==> config.mk <==
export PLATFORM = sky130hd
export DESIGN_NAME = bis_cell
export DESIGN_NICKNAME = d
export VERILOG_FILES = /design/src/bis_pkg.sv /design/src/bis_cell.sv
export SDC_FILE = /design/constraint.sdc
export NUM_CORES = 1
export LEC_CHECK = 0
export ABC_CLOCK_PERIOD_IN_PS = 6460
export BUFFER_PORTS_ARGS = -buffer_cell sky130_fd_sc_hd__buf_2
export CAP_MARGIN = 20
export CELL_PAD_IN_SITES_DETAIL_PLACEMENT = 1
export CELL_PAD_IN_SITES_GLOBAL_PLACEMENT = 2
export CORE_UTILIZATION = 25
export DETAILED_ROUTE_END_ITERATION = 8
export GPL_ROUTABILITY_DRIVEN = 1
export PLACE_DENSITY_LB_ADDON = 0.3
export SYNTH_ARGS = -nofsm -noshare
export SYNTH_HDL_FRONTEND = slang
export SYNTH_SLANG_ARGS = --single-unit
export TNS_END_PERCENT = 100
==> constraint.sdc <==
create_clock -name clock -period 6.46 [get_ports clock]
set_clock_uncertainty 0.15 [all_clocks]
set_input_delay 0.323 -clock clock [delete_from_list [all_inputs] [get_ports clock]]
set_output_delay 0.323 -clock clock [all_outputs]
set_load 0.05 [all_outputs]
==> src/bis_pkg.sv <==
// ----------------------------------------------------------------------------
// bis_pkg
// shared constants and types of the block insertion sorter
// ----------------------------------------------------------------------------
package bis_pkg;

   localparam int MaxElements = 64;
   localparam int ValueWidth  = 32;
   localparam int CountWidth  = $clog2(MaxElements + 1);

   typedef logic signed [ValueWidth-1:0] value_type;
   typedef logic [CountWidth-1:0]        count_type;

   // what one cell shows its neighbors
   typedef struct packed {
      logic      valid;
      logic      open;
      value_type value;
   } bis_link_type;

   // chain-wide command
   typedef struct packed {
      logic insert;
      logic shift;
   } bis_ctrl_type;

endpackage

==> src/bis_cell.sv <==
// ----------------------------------------------------------------------------
// bis_cell
// one slot of the sorted chain: insert with shift-up, or shift-down on drain
// ----------------------------------------------------------------------------
module bis_cell
   import bis_pkg::*;
(
   input  logic         clock,
   input  logic         reset,
   input  bis_ctrl_type ctrl,
   input  value_type    ins_value,
   input  bis_link_type prev_link,
   input  bis_link_type next_link,
   output bis_link_type own_link
);

   logic      valid_ff, valid_in;
   value_type value_ff, value_in;
   logic      open;

   // strictly greater entries move up, so equal keys keep arrival order
   assign open = !valid_ff || (value_ff > ins_value);

   always_comb begin
      valid_in = valid_ff;
      value_in = value_ff;
      if (ctrl.shift) begin
         valid_in = next_link.valid;
         value_in = next_link.value;
      end else if (ctrl.insert && open) begin
         valid_in = valid_ff || prev_link.valid;
         value_in = prev_link.open ? prev_link.value : ins_value;
      end
   end

   always_ff @(posedge clock) begin
      if (reset) begin
         valid_ff <= 1'b0;
      end else begin
         valid_ff <= valid_in;
      end
      value_ff <= value_in;
   end

   assign own_link = '{valid: valid_ff, open: open, value: value_ff};

endmodule

==> results.yml <==
run_status:
  outcome: "complete, no violations"
yosys:
  ys_ff_latch: 33
  syn-num-nets: 402
  synth_edf_count: 32
  netlist_instances: 266
  async_flop_share: 0
  syn_area_per_cell_sq_um: 9.384
  synth_area_leader_cell: "edfxtp_1"
  yosys_warnings: 0
  synth_area_leaders: "edfxtp_1, ha_1, mux2i_1, o21ai_0, nand2_1"
  seq_area_frac_synth: 0.3930
  synth_cell_type_count: 28
  synth_ff_type: "edfxtp_1"
  yosys.area.top_type_share: 0.3850
  synth_area_sq_um: 2496
worst_hold_path:
  worstHoldPathCells: 2
  hp-class: "primary input to register"
sta:
  finalCritPeriodShare: 0.5192
  period_needed_ns: 3.354
  hold_slack_ns: 0.04265
  fin_tns_setup_ns: 0
  max-slew-margin-rel: 0.3186
  rsz0062_at_grt: "no"
  fmax_ghz: 0.2981
  drv_slew: 0
  worstMarginPinSlew_ns: 1.022
  setup_viol: 0
  hold_violations: 0
routing:
  ant_nets: 0
  post_drt_wl_per_cell_um: 13.16
  drt-initial-drc-count: 31
  via_per_inst: 4.451
  num_vias: 2368
  wirelength_um: 7003
  drt_pre_antenna_iters: 4
  drc: 0
place:
  place.port_buffers: 136
  routabilityCongestion: 0.7095
  dpl.hpwl_um: 5580
job:
  cap_violations: 0
die:
  initial_utilization: 0.2566
  pin_count: 138
  fp.dieW_um: 101.9
  design.core.area_sq_um: 9729
  dieArea_sq_um: 10390
  chipHeight_um: 101.9
  row_count: 36
worst_setup_path:
  slowest_stage: "o31ai_4"
  startpoint_type: "register"
  required_ns: 6.26
  r2r_cells: 7
  path_buf_inv: 1
  crit_type: "register to register"
  endpoint_kind: "register"
  path_max_fanout: 20
  slowest_delay_ns: 0.67
  worstPathArrival_ns: 3.15
  path_cells: "ha_1, nand4_1, nor4_1, a211o_1, a211oi_2, o31ai_4, buf_4"
  crit_family: "compound AO/OA/AOI/OAI gates"
  worstSetupPathDepth: 7
global_route:
  grt_use_met3: 0.03420
  grt-busiest-layer: "met2"
  antenna_found_initial: 0
  grt_pass1_vias: 2357
  grt-ovfl-total: 0
  use_met1: 0.1667
  grt_max_degree: 68
  grt_pass1_wl_um: 10870
  grt_usage: 0.1353
  use_met2: 0.2396
clock_network:
  clkTransAtPathRegs_ns: 0.07
  postCtsSetupBuffers: 0
  clkLatencyLatePin_ns: 0.28
  cts_hold_buf: 0
  cts_tree: "yes"
  cts.sinks: 33
  htree_levels: 2
  cts_resized: 0
  clockBufferDepth: 2
  cts_root_buffer: "clkbuf_8"
  cts_buffers: 5
finish:
  nNetsFinal: 534
  area_growth_pct: 35.89
  diodes: 0
  fillers: 1207
  post-route-util: 0.3486
  drive_gt1_frac: 0.3684
power:
  vdd.ir_drop.worst_mv: 0.08800
  power_density_nw_per_um2: 207.1
  power_leakage_nw: 1.771
==> worst paths after layout <==
kind	start	to	slack, ns
worst min-delay path	reset	valid_ff	0.04
worst max register to register	value_ff[14]	value_ff[9]	3.11
worst min register to register	valid_ff	valid_ff	0.51
worst max-delay path	value_ff[14]	value_ff[9]	3.11
==> state kept, by name, summed over array words and instances (netlist names) <==
signal    count
valid_ff      1
value_ff     32
==> cell type report <==
type	instances	area, sq um	area share
multi-input cells	185	1338	0.3943
inverters	35	131.4	0.03873
clock buffers	8	80.08	0.02361
repair buffers	138	695.7	0.2051
well taps	133	166.4	0.04906
flip-flops and latches	33	980.9	0.2892
==> placed cells by master, fill, tap and decap left out, types with 2 or more instances in the layout <==
cell type,count
nand2_1,40
mux2i_1,32
clkbuf_8,5
a21o_1,2
nand3_1,3
nand4_1,6
o21ai_0,36
nor4_1,2
clkbuf_1,3
inv_1,35
buf_2,136
ha_1,32
buf_4,2
a21oi_1,14
o21ai_1,2
nor2_1,5
edfxtp_1,32
==> stage by stage <==
step	cell area [sq um]	setup slack [ns]	instances	power, W
detailed placement	3312	2.937	524	0.0005599
floorplan	2496	1.615	266	0.0004691
finish	3392	3.106	532	0.0007026
CTS	3392	2.969	532	0.0007179
global placement	3312	2.933	524	0.0005555
global route	3392	2.805	532	0.0007502
==> worst register-to-register path, cell delays in order (launching register included) <==
cell	delay (ns)
edfxtp_1	0.40
ha_1	0.35
nand4_1	0.19
nor4_1	0.50
a211o_1	0.23
a211oi_2	0.10
o31ai_4	0.67
buf_4	0.43
==> cell usage after synthesis (2+ instances only) <==
library cell	number
edfxtp_1	32
nand2_1	40
ha_1	32
nand4_1	6
inv_1	35
buf_4	2
clkbuf_1	8
nor2_1	5
a21oi_1	14
o21ai_0	36
o21ai_1	2
mux2i_1	32
a21o_1	2
buf_2	3
nand3_1	3
nor4_1	2
==> report_power, final <==
part | internal, W | switching, W | total (W)
combinational | 0.0000878 | 0.000181 | 0.000269
clock | 0.0000767 | 0.0000766 | 0.000153
sequential | 0.000267 | 0.0000139 | 0.000281
total | 0.000431 | 0.000271 | 0.000703
==> routing by layer <==
layer	up-vias	share of wire
met5	-	0
met4	0	0.0044
met3	2	0.068
met2	84	0.47
met1	1075	0.46
li1	1207	-
==> logic make-up (layout without fill, tap and decap cells) <==
family	count (synthesis)	count (layout)	synth area share
AO/OA/AOI/OAI	62	62	0.1394
adder cells (fa/ha/maj)	32	32	0.1604
buffers and inverters	48	181	0.07669
flip-flops	33	33	0.3930
multiplexers	32	32	0.1283
AND/OR/NAND/NOR	59	59	0.1023
(Power assumes the default switching activity.)
